$ cat config.mk
export PLATFORM = sky130hd
export DESIGN_NAME = jitter_lfsr_entropy_conditioner_top
export DESIGN_NICKNAME = d
export VERILOG_FILES = /design/src/jlec_pkg.sv /design/src/jlec_regs.sv /design/src/jlec_fold.sv /design/src/jitter_lfsr_entropy_conditioner_top.sv
export SDC_FILE = /design/constraint.sdc
export NUM_CORES = 1
export LEC_CHECK = 0
export ABC_CLOCK_PERIOD_IN_PS = 5360
export BUFFER_PORTS_ARGS = -buffer_cell sky130_fd_sc_hd__buf_4
export CAP_MARGIN = 20
export CORE_MARGIN = 2
export CORE_UTILIZATION = 55
export CTS_CLUSTER_SIZE = 28
export DETAILED_ROUTE_END_ITERATION = 6
export PLACE_DENSITY = 0.73
export SYNTH_ARGS = -nofsm -noshare
export SYNTH_HDL_FRONTEND = slang
export SYNTH_SLANG_ARGS = --single-unit
$ cat constraint.sdc
create_clock -name clk -period 5.36 [get_ports clk]
set_input_delay 1.072 -clock clk [delete_from_list [all_inputs] [get_ports clk]]
set_output_delay 1.072 -clock clk [all_outputs]
set_load 0.01 [all_outputs]
$ cat src/jlec_pkg.sv
// Shared types and constants of the jitter LFSR entropy conditioner.
// No dependencies.
`default_nettype none

package jlec_pkg;

    localparam int TICK_W   = 64;
    localparam int PADDR_W  = 3;
    localparam int PDATA_W  = 32;
    localparam int IN_W     = 64;

    typedef logic [TICK_W-1:0] tick_t;
    typedef logic [7:0]        rand_byte_t;
    typedef logic [7:0]        count_t;
    typedef logic [2:0]        bit_pos_t;

    // Register indexes, selected by paddr[2].
    localparam logic REG_DIFFS_PER_BIT = 1'b0;

    localparam count_t DIFFS_RESET = 8'd128;

    // Galois feedback mask: top bit plus the low tap pattern.
    localparam tick_t FEEDBACK = {1'b1, {(TICK_W-1){1'b0}}} | tick_t'(12'h175);

    // Result of folding one sample.
    typedef struct packed {
        logic       emit;
        rand_byte_t data;
    } fold_res_t;

endpackage

`default_nettype wire

$ cat src/jlec_regs.sv
// APB configuration register block of the entropy conditioner.
// Depends on jlec_pkg.
`default_nettype none

module jlec_regs (
    input  wire logic                         clk,
    input  wire logic                         rst_n,
    input  wire logic                         psel,
    input  wire logic                         penable,
    input  wire logic                         pwrite,
    input  wire logic [jlec_pkg::PADDR_W-1:0] paddr,
    input  wire logic [jlec_pkg::PDATA_W-1:0] pwdata,
    output logic      [jlec_pkg::PDATA_W-1:0] prdata,
    output logic                              pready,
    output jlec_pkg::count_t                  diffs_per_bit
);
    import jlec_pkg::*;

    count_t diffs_reg;
    count_t diffs_next;
    logic   wr_en;

    assign pready = 1'b1;
    assign wr_en  = psel && penable && pwrite && (paddr[2] == REG_DIFFS_PER_BIT);

    always_comb
    begin
        diffs_next = diffs_reg;
        if (wr_en)
        begin
            diffs_next = pwdata[7:0];
        end
    end

    always_ff @(posedge clk or negedge rst_n)
    begin
        if (!rst_n)
        begin
            diffs_reg <= DIFFS_RESET;
        end
        else
        begin
            diffs_reg <= diffs_next;
        end
    end

    always_comb
    begin
        if (paddr[2] == REG_DIFFS_PER_BIT)
        begin
            prdata = {{(PDATA_W-8){1'b0}}, diffs_reg};
        end
        else
        begin
            prdata = '0;
        end
    end

    assign diffs_per_bit = diffs_reg;

endmodule

`default_nettype wire

$ cat src/jlec_fold.sv
// Conditioning state and combinational fold of one counter sample into the LFSR.
// Depends on jlec_pkg.
`default_nettype none

module jlec_fold (
    input  wire logic              clk,
    input  wire logic              rst_n,
    input  wire logic              step,
    input  jlec_pkg::tick_t        ts,
    input  jlec_pkg::count_t       diffs_per_bit,
    output jlec_pkg::fold_res_t    res
);
    import jlec_pkg::*;

    tick_t      lfsr_reg,     lfsr_next;
    tick_t      last_reg,     last_next;
    count_t     count_reg,    count_next;
    bit_pos_t   pos_reg,      pos_next;
    rand_byte_t bits_reg,     bits_next;
    logic       baseline_reg, baseline_next;

    tick_t      mixed;
    tick_t      folded;
    count_t     count_inc;
    rand_byte_t bits_acc;

    always_comb
    begin
        mixed     = lfsr_reg ^ (ts - last_reg);
        folded    = (mixed >> 1) ^ (mixed[0] ? FEEDBACK : '0);
        count_inc = count_reg + 8'd1;
        bits_acc  = bits_reg | (rand_byte_t'(^folded) << pos_reg);

        lfsr_next     = lfsr_reg;
        last_next     = last_reg;
        count_next    = count_reg;
        pos_next      = pos_reg;
        bits_next     = bits_reg;
        baseline_next = baseline_reg;
        res.emit      = 1'b0;
        res.data      = bits_acc;

        // Repeated samples leave the state untouched.
        if (step && (ts != last_reg))
        begin
            last_next = ts;
            if (baseline_reg)
            begin
                baseline_next = 1'b0;
            end
            else
            begin
                lfsr_next  = folded;
                count_next = count_inc;
                if (count_inc == diffs_per_bit)
                begin
                    count_next = '0;
                    pos_next   = pos_reg + 3'd1;
                    bits_next  = bits_acc;
                    if (pos_reg == 3'd7)
                    begin
                        res.emit      = 1'b1;
                        bits_next     = '0;
                        baseline_next = 1'b1;
                    end
                end
            end
        end
    end

    always_ff @(posedge clk or negedge rst_n)
    begin
        if (!rst_n)
        begin
            lfsr_reg     <= '0;
            last_reg     <= '0;
            count_reg    <= '0;
            pos_reg      <= '0;
            bits_reg     <= '0;
            baseline_reg <= 1'b1;
        end
        else
        begin
            lfsr_reg     <= lfsr_next;
            last_reg     <= last_next;
            count_reg    <= count_next;
            pos_reg      <= pos_next;
            bits_reg     <= bits_next;
            baseline_reg <= baseline_next;
        end
    end

endmodule

`default_nettype wire

$ cat src/jitter_lfsr_entropy_conditioner_top.sv
// Top level of the jitter LFSR entropy conditioner: input register, fold, output register.
// Depends on jlec_pkg, jlec_regs and jlec_fold.
`default_nettype none

// The block takes one counter sample per clock and folds each difference between
// consecutive distinct samples into a 64-bit Galois LFSR; after diffs_per_bit
// differences the LFSR parity forms one output bit, and eight bits make a byte.
// A sample is registered on acceptance and folded once the output slot is empty
// or being emptied; the byte it completes is then held in the output register.
// Throughput is one sample per cycle, set by the combinational fold (subtract,
// XOR, shift and parity) between the input and output registers; the input
// stalls only while a finished byte waits for out_ready. A byte needs at least
// nine distinct samples: one baseline and eight times diffs_per_bit differences
// (zero in diffs_per_bit means 256). Write diffs_per_bit only while idle.

module jitter_lfsr_entropy_conditioner_top (
    input  wire logic                         clk,
    input  wire logic                         rst_n,
    input  wire logic                         in_valid,
    output logic                              in_ready,
    input  wire logic [jlec_pkg::IN_W-1:0]    timestamp,
    output logic                              out_valid,
    input  wire logic                         out_ready,
    output logic [7:0]                        random_byte,
    input  wire logic                         psel,
    input  wire logic                         penable,
    input  wire logic                         pwrite,
    input  wire logic [jlec_pkg::PADDR_W-1:0] paddr,
    input  wire logic [jlec_pkg::PDATA_W-1:0] pwdata,
    output logic      [jlec_pkg::PDATA_W-1:0] prdata,
    output logic                              pready
);
    import jlec_pkg::*;

    logic       in_valid_reg, in_valid_next;
    tick_t      ts_reg,       ts_next;
    logic       out_valid_reg, out_valid_next;
    rand_byte_t out_data_reg,  out_data_next;

    logic       advance;
    logic       step;
    count_t     diffs_per_bit;
    fold_res_t  res;

    jlec_regs u_regs (
        .clk           (clk),
        .rst_n         (rst_n),
        .psel          (psel),
        .penable       (penable),
        .pwrite        (pwrite),
        .paddr         (paddr),
        .pwdata        (pwdata),
        .prdata        (prdata),
        .pready        (pready),
        .diffs_per_bit (diffs_per_bit)
    );

    jlec_fold u_fold (
        .clk           (clk),
        .rst_n         (rst_n),
        .step          (step),
        .ts            (ts_reg),
        .diffs_per_bit (diffs_per_bit),
        .res           (res)
    );

    // The fold may run whenever the output slot is empty or being emptied.
    assign advance  = !out_valid_reg || out_ready;
    assign step     = in_valid_reg && advance;
    assign in_ready = !in_valid_reg || advance;

    always_comb
    begin
        in_valid_next  = in_valid_reg;
        ts_next        = ts_reg;
        out_valid_next = out_valid_reg;
        out_data_next  = out_data_reg;

        if (advance)
        begin
            in_valid_next  = 1'b0;
            out_valid_next = step && res.emit;
            if (step && res.emit)
            begin
                out_data_next = res.data;
            end
        end
        if (in_valid && in_ready)
        begin
            in_valid_next = 1'b1;
            ts_next       = timestamp[TICK_W-1:0];
        end
    end

    always_ff @(posedge clk or negedge rst_n)
    begin
        if (!rst_n)
        begin
            in_valid_reg  <= 1'b0;
            out_valid_reg <= 1'b0;
        end
        else
        begin
            in_valid_reg  <= in_valid_next;
            out_valid_reg <= out_valid_next;
        end
    end

    always_ff @(posedge clk)
    begin
        ts_reg       <= ts_next;
        out_data_reg <= out_data_next;
    end

    assign out_valid   = out_valid_reg;
    assign random_byte = out_data_reg;

endmodule

`default_nettype wire

# Word level (Yosys, flattened, before mapping)
# Index checks and enable logic that the tools add are counted.
word_totals:
  wordCells: 49
  input_bits: 106
  register_bits: 230
  output_inout_bits: 43
op_classes:
  n_addsub: 3
  eq_ne: 3
  n_mux: 10
  reduce_logical: 16
  shifts: 1
  bitwise_logic: 5
ops:
  columns: ["op", "n"]
  rows:
  - ["2-to-1 mux 64 bit", 1]
  - ["!= test 64 bit", 1]
  - ["parity 64 bit", 1]
  - ["subtractor 64 bit", 1]
  - ["bitwise XOR 63 x 64 -> 64 bit", 1]
  - ["bitwise XOR 64 bit", 1]
  - ["2-to-1 mux 8 bit", 3]
  - ["adder 8 x 1 -> 8 bit (second input constant)", 1]
  - ["== test 8 bit", 1]
  - ["bitwise OR 8 bit", 1]
  - ["<< shifter 1 x 3 -> 8 bit", 1]
  - ["logical AND 1 bit", 7]
  - ["2-to-1 mux 1 bit", 6]
  - ["AND reduction 2 bit", 2]
  - ["adder 3 x 1 -> 3 bit (second input constant)", 1]
  - ["== test 3 bit (second input constant)", 1]
  - ["AND reduction 3 bit", 1]
  - ["logical NOT 1 bit", 2]
  - ["logical OR 1 bit", 2]
  - ["inverter 1 bit", 2]
  - ["nonzero test 2 bit", 1]

# Depth between registers and ports, before layout
logic_depth:
  word_depth: 8
  ltp_mapped: 17

# Modules after synthesis
# A second synthesis with hierarchy kept.
hier_totals:
  cells_unflattened: 1358
  hier_area_um2: 13827.0
modules_own_cells:
  columns: ["module", "cells_per_inst", "area_per_inst_um2", "instances"]
  rows:
  - ["jlec_fold", 1224, 10973.0, 1]
  - ["jitter_lfsr_entropy_conditioner_top", 82, 2273.4, 1]
  - ["jlec_regs", 52, 580.6, 1]

# Worst setup path before layout
# Ideal clock, no wire load.
synth_path:
  kind: "reg2reg"
  start: "register u_fold.last_reg[0]"
  end: "register out_data_reg[5], in the netlist random_byte[5], data pin"
  required_time_ns: 5.105
  period_less_slack_ns: 4.765
  t_arrival_ns: 4.510
  path_slack_ns: 0.595
  stages_incl_launch_ff: 17
  path_cell_list: "dfrtp_1 ha_1 fa_1 and2b_1 o2111ai_2 a2111oi_4 o31ai_4 o41ai_4 a31oi_1 xnor2_1 xor3_1 xnor3_1 xnor2_1 xnor3_1 xnor3_2 nor2b_4 a31o_1"
synth_lines:
  columns: ["item", "line_no", "text"]
  rows:
  - ["start, declared", "jlec_fold.sv:16", "tick_t last_reg, last_next;"]
  - ["start signal, assigned", "jlec_fold.sv:85", "last_reg <= last_next;"]
  - ["end signal, assigned", "jitter_lfsr_entropy_conditioner_top.sv:112", "out_data_reg <= out_data_next;"]
  - ["end, declared", "jitter_lfsr_entropy_conditioner_top.sv:38", "rand_byte_t out_data_reg, out_data_next;"]

==> metrics.md <==
| Metric | Value |
|---|---|
| CP Buf/Inv Count | `0` |
| Setup TNS | `0 ps` |
| Final setup viols | `0` |
| Arr. time, crit path | `5480 ps` |
| Largest stage delay on the critical path | `470 ps` |
| Most frequent cells in the layout | `197 x nand2_1, 156 x dfrtp_1, 120 x xnor2_1` |
| Compound-cell area share of the yosys netlist | `13.90%` |
| Via count | `10565` |
| RSZ-0062 raised after global routing | `no` |
| Ant diodes | `0` |
| Worst slew pin tran | `1051 ps` |
| First-pass GRT wire length | `53490 um` |
| Critical Path, Cell by Cell | `ha_1, fa_1, nand3b_1, a21oi_1, nor2_1, o21bai_1, a221oi_1, xnor2_1, xnor3_1, xor2_1, xnor3_1, xnor3_1, xnor3_1, xnor3_2, nor2b_4, a31o_1` |
| Syn Area/Cell | `10.04 um^2` |
| Grt ovf | `0` |
| Global-route usage over all layers | `24.98%` |
| Peak VDD IR | `1487 uV` |
| Initial Util | `56.08%` |
| PwrDens | `745.1 nW/um^2` |
| Post-synthesis simple-gate area fraction | `11.69%` |
| Leak | `7.172 nW` |
| Row cnt | `58` |
| Outcome | `completed` |
| Max-cap violations | `0` |
| I/O Pins | `149` |
| CP endpoint kind | `flop` |
| Critical Setup Path Class | `flop to flop` |
| Routability Congestion | `0.9613` |
| EDFF count, synth | `72` |
| Port Buffers | `97` |
| Vias in the first global route | `10416` |
| Number of cells on the worst reg-to-reg path | `16` |
| Most frequent cell on the critical path | `xnor3_1` |
| Chip Height | `164.2 um` |
| Post-synthesis adder-cell area fraction | `6.078%` |
| Seq cells post-synth | `230` |
| Fin. Hold Viols | `0` |
| Xor and xnor area share after synthesis | `13.88%` |
| Clock tree sinks | `230` |
| Vias per Instance | `5.720` |
| Sequential area share after synthesis | `43.33%` |
| Root buffer cell | `clkbuf_16` |
| Worst hold path class | `flop to flop` |
| Final number of max-transition violations | `0` |
| Number of CTS-inserted buffers | `26` |
| CTS max path bufs | `3` |
| WHS Path Cells | `2` |
| Top delay family on crit path | `XOR/XNOR gates` |
| Fin nets | `1671` |
| Initial antenna violation count | `0` |
| Final Util | `63.87%` |
| Post-DRT Antenna Nets | `0` |
| 1st-iter DRT viols | `794` |
| Worst path depth | `16` |
| CTS tree | `built` |
| FMAX | `193.4 MHz` |
| Cts hold-fix bufs | `0` |
| CTS H-Tree Depth | `1` |
| Die Area | `26970 um^2` |
| Crit Path Max Fanout | `5` |
| Skew-Pair Late Insertion Delay | `550 ps` |
| Main combinational cell family by area after synthesis | `compound AO/OA/AOI/OAI gates` |
| Clock transition at the registers of the reported paths | `60 ps` |
| Data required, critical path | `5670 ps` |
| WL final | `33130 um` |
| Post-synth top flop | `dfrtp_1` |
| Critical path launch point type | `flop` |
| Mux cell area share after synthesis | `6.061%` |
| Synth cell types | `75` |
| Fin crit period | `5170 ps` |
| Layout cells sized above 1 | `18.00%` |
| Area Growth Syn to Fin | `13.90%` |
| Synthesis warning total | `0` |
| Period utilization | `96.45%` |
| CP max stage cell | `xnor3_1` |
| Drt wl/cell | `17.94 um` |
| Slew headroom | `29.78%` |
| DRC errors left | `0` |
| DP HPWL | `24220 um` |
| Syn Inst Count | `1407` |
| Commonest non-fill, non-tap cell in the layout | `nand2_1` |
| Core Box Area | `25180 um^2` |
| Die X | `164.2 um` |
| DR pass1 iterations | `7` |
| Largest net degree at the start of global routing | `98` |
| Skew final | `17.27 ps` |
| Mapped Area | `14120 um^2` |
| Post-synth ARST share | `68.70%` |
-- per-stage QoR --
stage               setup slack (ps)  hold WS [ps]  std cells  instance area [um^2]  total power [mW]
floorplan                      594.7         444.0       1430                 14210             8.396
global placement               84.33         473.2       1798                 15130             10.02
detailed placement             40.46         473.4       1798                 15130             10.15
CTS                            25.78         482.9       1846                 16030             12.02
global route                   29.36         502.2       1847                 16080             12.50
finish                         190.4         480.7       1847                 16080             11.98
-- path summary, 6_finish.rpt --
path	start	end	slack, ps
min reg2reg	u_fold.baseline_reg$_DFFE_PN1P_	u_fold.baseline_reg$_DFFE_PN1P_	480
max in group asynchronous	rst_n	u_fold.last_reg[48]$_DFFE_PN0P_	3690
max	u_fold.last_reg[0]$_DFFE_PN0P_	random_byte[5]$_DFFE_PP_	190
min in group asynchronous	rst_n	u_fold.last_reg[7]$_DFFE_PN0P_	580
max reg2reg	u_fold.last_reg[0]$_DFFE_PN0P_	random_byte[5]$_DFFE_PP_	190
min	u_fold.baseline_reg$_DFFE_PN1P_	u_fold.baseline_reg$_DFFE_PN1P_	480
-- layout make-up --
class	count	area (um^2)
timing repair buffer	117	894.6
tap	330	412.9
inverter	82	307.8
clock buffer	33	706.9
sequential	230	6118
clock inverter	15	191.4
fill	2088	9097
multi-input combinational	1040	7452
-- what timing repair did --
| item | in CTS | in global routing |
|---|---|---|
| resized for setup | 0 | 8 |
| setup buffers | 0 | 1 |
| setup endpoints to repair | 0 | 15 |
-- power breakdown --
group	switching, mW	internal (mW)
clock	0.749	1.13
combinational	3.41	4.16
sequential	0.294	2.25
total	4.45	7.53
-- worst register-to-register path, cell delays in order (launching register included) --
cell and delay (ps):
dfrtp_1 400, ha_1 200, fa_1 440, nand3b_1 210, a21oi_1 300, nor2_1 110
o21bai_1 280, a221oi_1 190, xnor2_1 240, xnor3_1 470, xor2_1 270, xnor3_1 370
xnor3_1 330, xnor3_1 380, xnor3_2 330, nor2b_4 180, a31o_1 220
-- cells by family (layout without fill, tap and decap cells) --
logic type / after synthesis / count (layout)
AO/OA/AOI/OAI: 315 / 315
XOR/XNOR: 188 / 188
adder cells (fa/ha/maj): 68 / 68
other: 2 / 25
flip-flops: 230 / 230
multiplexers: 76 / 76
AND/OR/NAND/NOR: 368 / 368
buffers and inverters: 160 / 247
-- synthesized netlist by cell type (4+ instances only) --
| master | instances | area share [%] |
|---|---|---|
| o41ai_1 | 4 | 0.25 |
| a221oi_1 | 5 | 0.31 |
| nand2_1 | 197 | 5.2 |
| o21ai_1 | 7 | 0.25 |
| nor2b_1 | 11 | 0.49 |
| and3_1 | 10 | 0.44 |
| nand2b_1 | 11 | 0.49 |
| a21o_1 | 18 | 0.96 |
| dfrtp_1 | 156 | 28 |
| edfxtp_1 | 72 | 15 |
| nand3_1 | 10 | 0.35 |
| xnor2_1 | 122 | 7.6 |
| a21boi_0 | 5 | 0.27 |
| buf_4 | 25 | 1.3 |
| xor2_1 | 42 | 2.6 |
| inv_1 | 82 | 2.2 |
| ha_1 | 67 | 5.9 |
| a31oi_1 | 13 | 0.58 |
| nor4_1 | 6 | 0.27 |
| mux2_2 | 76 | 6.1 |
| nand4_1 | 33 | 1.5 |
| o21ai_0 | 104 | 3.7 |
| o21a_1 | 6 | 0.32 |
| buf_2 | 4 | 0.14 |
| o21bai_1 | 17 | 0.90 |
| o211ai_1 | 4 | 0.21 |
| clkbuf_1 | 43 | 1.1 |
| nor2_1 | 65 | 1.7 |
| xnor3_1 | 19 | 3.0 |
| nor3_1 | 8 | 0.28 |
| a21oi_1 | 97 | 3.4 |
| buf_1 | 5 | 0.13 |
-- per-layer routing --
metal  share of wire, %  GRT usage (%)  wire length [um]  vias up
li1                   -              -                 -     5053
met1                 45          34.66             14870     5082
met2                 46          40.55             15100      363
met3                6.9          4.444              2289       67
met4                2.6          6.619               869        0
met5                  0              0                 0        -
Power figures use the tool's default switching activity.
